$ cat config.mk
export PLATFORM = sky130hd
export DESIGN_NAME = half_float_converter
export DESIGN_NICKNAME = d
export VERILOG_FILES = /design/src/rtl/hfc_pkg.sv /design/src/rtl/hfc_stage.sv /design/src/rtl/half_float_converter.sv
export SDC_FILE = /design/constraint.sdc
export NUM_CORES = 1
export LEC_CHECK = 0
export BUFFER_PORTS_ARGS = -buffer_cell sky130_fd_sc_hd__clkbuf_2
export CAP_MARGIN = 30
export CORE_MARGIN = 2
export CORE_UTILIZATION = 55
export DETAILED_ROUTE_END_ITERATION = 10
export HOLD_SLACK_MARGIN = 0.03
export MAX_ROUTING_LAYER = met4
export PLACE_DENSITY_LB_ADDON = 0.1
export SLEW_MARGIN = 40
export SYNTH_ARGS = -nofsm -noshare
export SYNTH_HDL_FRONTEND = slang
export SYNTH_SLANG_ARGS = --single-unit
export TNS_END_PERCENT = 50
$ cat constraint.sdc
create_clock -name clk_i -period 5.8 [get_ports clk_i]
set_input_delay 0.58 -clock clk_i [delete_from_list [all_inputs] [get_ports clk_i]]
set_output_delay 0.58 -clock clk_i [all_outputs]
set_load 0.1 [all_outputs]
$ cat src/rtl/hfc_pkg.sv
`timescale 1ns / 1ps
`default_nettype none
package hfc_pkg;
  typedef enum logic {
    OP_TO_HALF   = 1'b0,
    OP_TO_SINGLE = 1'b1
  } op_e;

  typedef struct packed {
    logic        operation;
    logic [31:0] operand;
  } req_t;

  typedef struct packed {
    logic [31:0] converted;
    logic        overflow;
  } rsp_t;

  localparam logic [31:0] TinyLimit = 32'h3400_0000;
  localparam logic [7:0]  Rebias    = 8'h70;
  localparam logic [12:0] NanFill   = 13'h1FFF;

  // stage 1 -> stage 2 decode
  typedef struct packed {
    logic        op;
    logic        sign;
    logic        tiny;
    logic        ovf;
    logic        unf;
    logic [4:0]  h_exp;
    logic [9:0]  man10;
    logic [2:0]  h_kind;
    logic [3:0]  lz;
  } dec_t;

  localparam logic [2:0] KindNorm = 3'd0;
  localparam logic [2:0] KindZero = 3'd1;
  localparam logic [2:0] KindSub  = 3'd2;
  localparam logic [2:0] KindInf  = 3'd3;
  localparam logic [2:0] KindNan  = 3'd4;
endpackage
`default_nettype wire

$ cat src/rtl/hfc_stage.sv
`timescale 1ns / 1ps
`default_nettype none
module hfc_stage #(
  parameter int unsigned Width = 8
) (
  input  wire logic             clk_i,
  input  wire logic             rst_ni,
  input  wire logic             valid_i,
  output logic                  stall_o,
  input  wire logic [Width-1:0] data_i,
  output logic                  valid_o,
  input  wire logic             stall_i,
  output logic [Width-1:0]      data_o
);
  logic             valid_q;
  logic [Width-1:0] data_q;

  assign stall_o = valid_q && stall_i;
  assign valid_o = valid_q;
  assign data_o  = data_q;

  always_ff @(posedge clk_i or negedge rst_ni) begin
    if (!rst_ni) begin
      valid_q <= 1'b0;
    end else if (!stall_o) begin
      valid_q <= valid_i;
    end
  end

  always_ff @(posedge clk_i) begin
    if (!stall_o && valid_i) begin
      data_q <= data_i;
    end
  end
endmodule
`default_nettype wire

$ cat src/rtl/half_float_converter.sv
`timescale 1ns / 1ps
`default_nettype none
// Converts between binary32 and binary16 bit patterns.
// Request channel: req_valid_i / req_stall_o / req_i (operation, operand).
//   operation 0 turns a single into a half (truncating, subnormals flushed,
//   too-large values give signed infinity with overflow set); operation 1
//   turns a half in operand[15:0] into an exact single (NaNs get ones in the low 13 mantissa bits).
// Response channel: rsp_valid_o / rsp_stall_i / rsp_o (converted, overflow).
// One request is taken every cycle while req_stall_o is low. The three
// register stages are decode and leading-zero count, field assembly,
// and the output register.
// Reset empties all stages; no response is pending afterward.
// When the receiver stalls, the stall backs up stage by stage; a stage
// whose register is empty still accepts, so bubbles are squeezed out and
// nothing is lost or repeated.
module half_float_converter (
  input  wire logic          clk_i,
  input  wire logic          rst_ni,
  input  wire logic          req_valid_i,
  output logic               req_stall_o,
  input  wire hfc_pkg::req_t req_i,
  output logic               rsp_valid_o,
  input  wire logic          rsp_stall_i,
  output hfc_pkg::rsp_t      rsp_o
);
  hfc_pkg::dec_t dec_d, dec_s;
  hfc_pkg::rsp_t asm_d, asm_s;
  logic v1, v2, st1, st2;

  always_comb begin
    logic [31:0] x;
    logic [8:0]  e;
    logic [9:0]  m;
    x = req_i.operand;
    e = '0;
    m = '0;
    dec_d = '0;
    dec_d.op = req_i.operation;
    if (req_i.operation == hfc_pkg::OP_TO_HALF) begin
      e = {1'b0, x[30:23]} - 9'd112;
      dec_d.sign  = x[31];
      dec_d.tiny  = ({1'b0, x[30:0]} <= hfc_pkg::TinyLimit);
      dec_d.ovf   = (x[30:23] >= 8'd143);
      dec_d.unf   = (x[30:23] <= 8'd112);
      dec_d.h_exp = e[4:0];
      dec_d.man10 = x[22:13];
    end else begin
      m = x[9:0];
      dec_d.sign  = x[15];
      dec_d.h_exp = x[14:10];
      dec_d.man10 = m;
      dec_d.lz    = 4'd10;
      for (int i = 0; i < 10; i++) begin
        if (m[i]) dec_d.lz = 4'(9 - i);
      end
      if (x[14:10] == 5'd0) begin
        dec_d.h_kind = (m == 10'd0) ? hfc_pkg::KindZero : hfc_pkg::KindSub;
      end else if (x[14:10] == 5'h1F) begin
        dec_d.h_kind = (m == 10'd0) ? hfc_pkg::KindInf : hfc_pkg::KindNan;
      end else begin
        dec_d.h_kind = hfc_pkg::KindNorm;
      end
    end
  end

  hfc_stage #(.Width($bits(hfc_pkg::dec_t))) u_s1 (
    .clk_i, .rst_ni, .valid_i(req_valid_i), .stall_o(req_stall_o),
    .data_i(dec_d), .valid_o(v1), .stall_i(st1), .data_o(dec_s)
  );

  always_comb begin
    logic [10:0] sh;
    asm_d = '0;
    sh = '0;
    if (dec_s.op == hfc_pkg::OP_TO_HALF) begin
      if (dec_s.tiny) begin
        asm_d.converted = '0;
      end else if (dec_s.ovf) begin
        asm_d.converted = {16'd0, dec_s.sign, 15'h7C00};
        asm_d.overflow  = 1'b1;
      end else if (dec_s.unf) begin
        asm_d.converted = {16'd0, dec_s.sign, 15'd0};
      end else begin
        asm_d.converted = {16'd0, dec_s.sign, dec_s.h_exp, dec_s.man10};
      end
    end else begin
      case (dec_s.h_kind)
        hfc_pkg::KindZero: asm_d.converted = {dec_s.sign, 31'd0};
        hfc_pkg::KindSub: begin
          sh = {1'b0, dec_s.man10} << (dec_s.lz + 4'd1);
          asm_d.converted = {dec_s.sign, hfc_pkg::Rebias - {4'd0, dec_s.lz},
                             sh[9:0], 13'd0};
        end
        hfc_pkg::KindInf: asm_d.converted = {dec_s.sign, 8'hFF, 23'd0};
        hfc_pkg::KindNan:
          asm_d.converted = {dec_s.sign, 8'hFF, dec_s.man10, hfc_pkg::NanFill};
        default:
          asm_d.converted = {dec_s.sign, {3'd0, dec_s.h_exp} + hfc_pkg::Rebias,
                             dec_s.man10, 13'd0};
      endcase
    end
  end

  hfc_stage #(.Width($bits(hfc_pkg::rsp_t))) u_s2 (
    .clk_i, .rst_ni, .valid_i(v1), .stall_o(st1),
    .data_i(asm_d), .valid_o(v2), .stall_i(st2), .data_o(asm_s)
  );

  hfc_stage #(.Width($bits(hfc_pkg::rsp_t))) u_s3 (
    .clk_i, .rst_ni, .valid_i(v2), .stall_o(st2),
    .data_i(asm_s), .valid_o(rsp_valid_o), .stall_i(rsp_stall_i), .data_o(rsp_o)
  );

  a_ovf_half: assert property (@(posedge clk_i) disable iff (!rst_ni)
    rsp_valid_o && rsp_o.overflow |-> rsp_o.converted[14:0] == 15'h7C00)
    else $error("overflow without infinity");
  a_half_hi: assert property (@(posedge clk_i) disable iff (!rst_ni)
    v2 && asm_s.overflow |-> asm_s.converted[31:16] == 16'd0)
    else $error("half result upper bits set");
  a_hold: assert property (@(posedge clk_i) disable iff (!rst_ni)
    rsp_valid_o && rsp_stall_i |=> rsp_valid_o && $stable(rsp_o))
    else $error("stalled response changed");
endmodule
`default_nettype wire
# == Word level (Yosys, flattened, before mapping) ==
# Cells that the tools add are included.
# totals
regBits,96
inputBits,37
out_inout_bits,35
word_cells,64
# op_classes
n_addsub,4
order_cmp,3
n_eq_ne,5
shifts,1
mux,21
n_bitwise,1
reduce_logical,16
# ops
op,count
$pmux W31 S4,1
$mux W15,3
$mux W32,1
$le A31 B30 Y1 const B,1
$mux W3,7
$mux W16,1
$logic_not A10 Y1,1
$mux W2,5
$shl A10 B4 Y10,1
$reduce_or A9 Y1,1
$add A5 B7 Y8 const B,1
$ge A8 B8 Y1 const B,1
$le A8 B7 Y1 const B,1
$sub A7 B4 Y8 const A,1
$eq A3 B2 Y1 const B,2
$logic_and A1 B1 Y1,6
$eq A5 B5 Y1 const B,1
$logic_not A5 Y1,1
$reduce_or A5 Y1,1
$sub A5 B5 Y5 const B,1
$add A4 B1 Y4 const B,1
$reduce_or A2 Y1,2
$eq A3 B1 Y1 const B,1
$eq A3 B3 Y1 const B,1
other kinds (4),8

# == Depth between registers and ports, before layout ==
# Gate-level depths: netlist (run 1).
# depth
word_depth,9
mapped_depth,9
mapped_depth_nobuf,7

# == Hierarchy ==
# Synthesis (run 1) repeated with hierarchy kept, for this count alone.
# hier_totals
cells_unflattened,310
area_unflattened_um2,4276.6
# by_module_without_submodules
module,instances,cells_each,area_each_um2,seq_area_each_um2
hfc_stage at u_s2 ...,2,37,1041.0,1016.0
half_float_converter,1,205,1333.8,0.0
hfc_stage at u_s1,1,31,860.8,835.8

# == Worst setup path before layout (run 1) ==
# No wires, ideal clock.
# synth_path
path_kind,register to register
start,reg u_s3.valid_q (netlist: u_s3.valid_o)
end,reg u_s3.data_q[0] (netlist: u_s3.data_o[0]) (enable)
setup_ns,0.470
t_arrival_ns,3.294
t_required_ns,5.330
path_slack_ns,2.036
path_stages_with_launch,2
path_buffers,0
period_less_slack_ns,3.764
path_cell_list,dfrtp_1 -> a21boi_0
# synth_between
elab_chain_cells,3
# synth_lines
element,line_no,rtl
start: declaration,hfc_stage.sv:15,logic valid_q;
start signal: assignment,hfc_stage.sv:26,valid_q <= valid_i;
$logic_and A1 B1 Y1,hfc_stage.sv:18,assign stall_o = valid_q && stall_i;
$logic_not A1 Y1,--,
$logic_and A1 B1 Y1,hfc_stage.sv:31,if (!stall_o && valid_i) begin
end signal: assignment,hfc_stage.sv:32,data_q <= data_i;
end: declaration,hfc_stage.sv:16,logic [Width-1:0] data_q;
# Every way passes these cells.
# A chain may end at the register's enable or synchronous reset.

# == Worst setup path in the final report (run 1) ==
# layout_path
start,reg u_s1.data_q[0] (netlist: u_s1.data_o[0])
end,"reg u_s2.data_q[22] (netlist: u_s2.data_o[22]), data pin"
# layout_between
elab_chain_cells,4
# layout_lines
element,line_no,rtl
start: declaration,hfc_stage.sv:16,
start signal: assignment,hfc_stage.sv:32,
$add A4 B1 Y4,half_float_converter.sv:90,"sh = {1'b0, dec_s.man10} << (dec_s.lz + 4'd1);"
$shl A10 B4 Y10,half_float_converter.sv:90,
$pmux W31 S4,half_float_converter.sv:87,case (dec_s.h_kind)
$mux W32,half_float_converter.sv:75,if (dec_s.op == hfc_pkg::OP_TO_HALF) begin
end signal: assignment,hfc_stage.sv:32,
end: declaration,hfc_stage.sv:16,
# Every way passes these cells.

==> out/qor.txt, run 1 <==
YS warnings: 0
Post-Syn Area per Cell: 13.20 sq um
Startpoint types: flop
Synth unique cells: 57
Largest net degree at the start of global routing: 33
Core box area: 0.007647 sq mm
Slew Limit Headroom: 52.81%
Multi-input logic area: 0.001375 sq mm
DRC viols: 0
Final hold viol count: 0
Worst-Margin Slew: 0.7078 ns
Worst setup margin: 2.732 ns
Predominant post-synthesis flop cell: edfxtp_1
# setup viols final: 0
FF+latch area: 0.002808 sq mm
Congestion Overflow GR: 0
EDFF count, synth: 91
Post-Syn Area: 0.004303 sq mm
Post-cts gate resize count: 0
Slew Viols, Final: 0
Post-synthesis sequential area ratio: 65.25%
TNS Setup: 0 ns
Status: finished, final reports clean
Async SR Flop Fraction: 3.191%
FMAX: 0.3259 GHz
GR Util All Layers: 20.42%
Drt pass-1 iters: 4
Clk Latency, worst-skew pair: 0.36 ns
Die X: 92.45 um
Layout cells sized above 1: 30.02%
Register-to-register setup slack: 2.73 ns
Max Clock Skew: 0.01364 ns
Global-route wire length before repair: 12860 um
Most frequent cells in the layout: edfxtp_1, clkbuf_2, nand2_1
H-Tree Depth: 3
Root buffer cell: clkbuf_8
Arr. time, crit path: 3.17 ns
Post-layout net count: 437
Bufs and invs on worst path: 1
HP Class: flop to flop
Clock slew at reported path FFs: 0.09 ns
CTS Buf Count: 9
Leakage: 1.923 nW
Critical path's slowest cell: edfxtp_1
Initial DRC count: 205
WL/cell: 15.52 um
CP max FO: 20
Placement Rows: 32
PD cells: 338.2 mW/mm^2
Die area: 0.008547 sq mm
Via count: 2714
Mapped Cells: 326
Syn nets: 365
Worst path cell trace: inv_1, ha_1, mux2_4, or2_0, a21oi_1, nor3b_1, a221o_1
Die height: 92.45 um
Initial antenna violation count: 0
Tcrit/Tclk final: 52.90%
Number of global-route vias before repair: 2532
Fillers: 582
PortBufs: 71
GP Congestion: 0.8527
WL final: 7839 um
Final instance area: 0.004922 sq mm
RSZ-0062 raised after global routing: false
Via/cell ratio: 5.374
Layout Area Growth over Synthesis: 14.39%
Crit Path Class: flop to flop
CTS tree: built
Tmin final: 3.068 ns
IO Pins: 72
Antenna Diode Count: 0
Crit path required time: 5.90 ns
Starting Density: 56.27%
Max-cap violations: 0
Final antenna-violating net count: 0
Critical Path End Type: flop
DP Worst Slack: 2.781 ns
Post-DP Area: 0.004716 sq mm
Longest Clk Path Bufs: 2
Clk sinks: 94
Post-DP HPWL: 5764 um
Critical Path Max Stage Delay: 0.81 ns
CP top delay family: flip-flops
Maximum VDD drop: 0.0001370 V
Most common cell after layout, fill and taps aside: edfxtp_1
#FFs+latches synth: 94
## repair_timing
action / CTS / global route
hold endpoints to repair: 3 / 0
setup buffers: 0 / 0
hold buffers: 1 / 0
## layout make-up
cell class / count / share of cell area, %
Clock buffer: 10 / 2.593
Multi-Input combinational cell: 210 / 27.94
Clock inverter: 6 / 1.398
Tap cell: 102 / 2.593
Timing Repair Buffer: 74 / 7.728
Inverter: 9 / 0.7117
Sequential cell: 94 / 57.04
## synth_stat cells, types with 3 or more instances
master	count	area share, %
o21ai_1	3	0.35
mux2i_1	7	1.6
a21oi_1	19	2.2
inv_1	8	0.70
nor2_2	3	0.44
nor2_1	17	1.5
nand4_1	3	0.44
dfrtp_1	3	1.7
a211oi_1	3	0.52
xor2_1	3	0.61
mux2_2	16	4.2
nand2b_1	6	0.87
nor3_1	9	1.0
edfxtp_1	91	64
buf_2	3	0.35
clkbuf_1	4	0.35
nor4_1	3	0.44
nor3b_1	3	0.52
o21ai_0	17	2.0
nand2_1	39	3.4
and3_1	4	0.58
a31oi_1	5	0.73
a22oi_1	3	0.52
nand3_1	5	0.58
buf_6	4	1.0
and2_1	5	0.73
xnor2_1	3	0.61
## worst paths after layout
kind,from,endpoint,cells after the start
worst max-delay path,u_s1.data_o[0]$_SDFFCE_PP0P_,u_s2.data_o[22]$_SDFFCE_PN0P_,7
worst min-delay path,u_s2.data_o[11]$_DFFE_PP_,u_s3.data_o[11]$_DFFE_PP_,0
worst max register to register,u_s1.data_o[0]$_SDFFCE_PP0P_,u_s2.data_o[22]$_SDFFCE_PN0P_,7
worst min register to register,u_s2.data_o[11]$_DFFE_PP_,u_s3.data_o[11]$_DFFE_PP_,0
max in group asynchronous,rst_ni,u_s1.valid_o$_DFFE_PN0N_,2
min in group asynchronous,rst_ni,u_s3.valid_o$_DFFE_PN0P_,2
## layer usage
metal | routed length [um] | track usage (%)
met1 | 3649 | 27.94
met2 | 3675 | 30.90
met3 | 416 | 4.394
met4 | 98 | 6.716
met5 | 0 | -
## where the power goes
group / leakage (nW) / switching (mW) / internal (mW)
Combinational: 0.893 / 0.289 / 0.0779
Sequential: 0.931 / 0.0378 / 0.830
Clock: 0.0989 / 0.227 / 0.203
## metrics by stage
| step | hold slack, ns | util (%) | std cells | power, mW |
|---|---|---|---|---|
| global route | 0.4335 | 64.37 | 505 | 1.732 |
| CTS | 0.4220 | 64.37 | 505 | 1.672 |
| detailed placement | 0.3814 | 61.67 | 488 | 1.250 |
| floorplan | 0.2844 | - | 326 | 1.179 |
| global placement | 0.3751 | 61.65 | 488 | 1.247 |
| finish | 0.4180 | 64.37 | 505 | 1.665 |
## kinds of logic (layout without fill, tap and decap cells)
family | count (synthesis) | in the layout | synth area share (%)
AO/OA/AOI/OAI | 65 | 65 | 9.392
XOR/XNOR | 7 | 7 | 1.600
flip-flops | 94 | 94 | 65.25
multiplexers | 25 | 25 | 6.426
adder cells (fa/ha/maj) | 2 | 2 | 0.5815
buffers and inverters | 22 | 99 | 2.907
AND/OR/NAND/NOR | 111 | 111 | 13.84
## worst register-to-register path: cells and delay by family, from the launching register on
family	cells	cell delay, ns
DFF	1	0.81
adders and majority gates	1	0.70
AOI/OAI and AO/OA	2	0.40
muxes	1	0.37
and+or+nand+nor	2	0.28
buffers and inverters	1	0.25
## state kept, by name, summed over array words and instances, names as in the netlist
| signal | cells |
|---|---|
| u_s3.data_o | 32 |
| u_s2.data_o | 32 |
| u_s1.valid_o | 1 |
| u_s2.valid_o | 1 |
| u_s1.data_o | 27 |
| u_s3.valid_o | 1 |
(Power assumes the default switching activity.)
==> inputs of run 2 (changes only) <==
- ABC_AREA: not set -> 1
- clock period: 5.8 -> 2.85 ns (I/O delays scaled with it)
==> out/qor.txt, run 2 <==
WHS Endpoint: u_s1.valid_o$_DFFE_PN0N_
Most common cell after layout, fill and taps aside: nand2_1
Critical Path End Type: flop
Post-layout net count: 535
# setup viols final: 0
Worst setup margin: 0.9597 ns
Slew Limit Headroom: 63.90%
CTS Buf Count: 9
Drt pass-1 iters: 5
GR Util All Layers: 22.64%
Initial antenna violation count: 0
Predominant post-synthesis flop cell: edfxtp_1
Most frequent cells after synthesis: nand2_1, edfxtp_1, inv_1
Most frequent cells in the layout: nand2_1, edfxtp_1, clkbuf_2
Worst-Margin Slew: 0.5438 ns
Startpoint types: flop
Starting Density: 56.15%
Initial DRC count: 189
Congestion Overflow GR: 0
WHS Path Cells: 3
Max Clock Skew: 0.008598 ns
Die height: 92.36 um
Synth top area share: 63.64%
Synth unique cells: 36
Placement Rows: 32
Crit path required time: 2.98 ns
Largest net degree at the start of global routing: 33
PortBufs: 71
Crit Path Class: flop to flop
HP Class: primary input to flop
IO Pins: 72
Critical Path Max Stage Delay: 0.43 ns
Via count: 3216
Placed insts: 586
Slew Viols, Final: 0
EDFF count, synth: 91
Tcrit/Tclk final: 66.33%
Core box area: 0.007647 sq mm
Die X: 92.36 um
DP Worst Slack: 0.9636 ns
Worst Hold Slack: 0.1456 ns
GR peak layer: met2
#FFs+latches synth: 94
Met1 GRT Util: 29.23%
YS warnings: 0
Mapped Cells: 415
Largest area contributor in the netlist: edfxtp_1
Status: finished, final reports clean
Async SR Flop Fraction: 3.191%
Post-Layout Cell Count: 603
Via/cell ratio: 5.333
Final instance area: 0.005021 sq mm
Min-delay src: req_valid_i
Max-cap violations: 0
Critical Path Start: u_s1.data_o[1]$_SDFFCE_PP0P_
Clock slew at reported path FFs: 0.09 ns
Maximum VDD drop: 0.0002531 V
Post-DP HPWL: 6460 um
Die area: 0.008530 sq mm
Post-DP Area: 0.004797 sq mm
Post-Syn Area per Cell: 10.35 sq um
Register-to-register setup slack: 0.96 ns
Number of global-route vias before repair: 3069
Post-Syn Area: 0.004294 sq mm
GP Congestion: 0.8833
Largest cells by area after synthesis: edfxtp_1, nand2_1, inv_1
Layout Area Growth over Synthesis: 16.93%
RSZ-0062 raised after global routing: false
Bufs and invs on worst path: 3
Layout cells sized above 1: 21.56%
Final hold viol count: 0
Setup bufs post-CTS: 0
Final antenna-violating net count: 0
WL final: 8635 um
Clk sinks: 94
H-Tree Depth: 3
Crit-path most repeated cell: nand2_1
Worst path cell trace: inv_1, ha_1, clkinv_1, buf_4, o21a_1, nand3_1, nand2_1, nand2_1, nand2_1
Post-synthesis sequential area ratio: 65.38%
Worst Reg-to-Reg Cells: 9
Worst r2r dst: u_s2.data_o[16]$_DFFE_PP_
Global-route wire length before repair: 14310 um
TNS Setup: 0 ns
CP max FO: 6
Root buffer cell: clkbuf_8
Arr. time, crit path: 2.02 ns
Met3 Use GR: 3.417%
Clk Latency, worst-skew pair: 0.37 ns
WL/cell: 14.32 um
CTS tree: built
Critical path's slowest cell: ha_1
PD cells: 686.3 mW/mm^2
CP top delay family: adder cells
Leakage: 2.187 nW
Syn nets: 454
Longest Clk Path Bufs: 2
Grt met2 use: 35.52%
Count leader, synth: nand2_1
Tmin final: 1.890 ns
DRC viols: 0
FMAX: 0.5290 GHz
Worst R2R Start: u_s1.data_o[1]$_SDFFCE_PP0P_
Antenna Diode Count: 0
run 2: worst max-delay path by stage:
stage               slack, ns                            end  depth (start not counted)
global route             0.82  u_s2.data_o[20]$_SDFFCE_PN0P_                          8
floorplan                0.38   u_s1.data_o[0]$_SDFFCE_PP0P_                          5
global placement         0.98      u_s2.data_o[16]$_DFFE_PP_                          9
detailed placement       0.96      u_s2.data_o[16]$_DFFE_PP_                          9
CTS                      0.96      u_s2.data_o[16]$_DFFE_PP_                          9
finish                   0.96      u_s2.data_o[16]$_DFFE_PP_                          9
run 2: routing by layer:
| metal | share of wire (%) | vias to the layer above | wire length [um] |
|---|---|---|---|
| li1 | - | 1586 | - |
| met1 | 44 | 1482 | 3810 |
| met2 | 48 | 127 | 4124 |
| met3 | 5.6 | 21 | 484 |
| met4 | 2.5 | 0 | 216 |
| met5 | 0 | - | 0 |
run 2: metrics by stage:
stage | util, % | power [mW]
after floorplan | - | 2.386
after global placement | 62.73 | 2.553
after detailed placement | 62.73 | 2.564
after CTS | 65.66 | 3.468
after global routing | 65.66 | 3.589
final | 65.66 | 3.446
run 2: what timing repair did:
item                       CTS  global route
setup endpoints to repair    0             0
resized for setup            0             0
hold buffers                 1             0
hold endpoints to repair     3             0
run 2: logic make-up (layout without fill, tap and decap cells):
| logic type | after synthesis | after routing | synth area share (%) |
|---|---|---|---|
| adder cells (fa/ha/maj) | 2 | 2 | 0.5827 |
| AND/OR/NAND/NOR | 179 | 179 | 18.42 |
| buffers and inverters | 69 | 155 | 6.497 |
| AO/OA/AOI/OAI | 70 | 70 | 8.916 |
| flip-flops | 94 | 94 | 65.38 |
| XOR/XNOR | 1 | 1 | 0.2040 |
run 2: cell type report:
cell class / count / area (sq um)
Timing Repair Buffer: 81 / 432.9
Clock inverter: 7 / 90.09
Fill cell: 598 / 2626
Clock buffer: 9 / 123.9
Multi-Input combinational cell: 252 / 1221
Tap cell: 102 / 127.6
Inverter: 58 / 217.7
Sequential cell: 94 / 2808
run 2: where the power goes:
part	internal (mW)	total, mW	leakage, nW	switching (mW)
sequential	1.69	1.75	0.932	0.0603
clock	0.424	0.914	0.101	0.490
combinational	0.145	0.782	1.15	0.638
run 2: tightest hold or removal path, delay by kind of cell:
family	cells	cell delay, ns
buffers and inverters	2	0.13
AOI/OAI and AO/OA	1	0.06
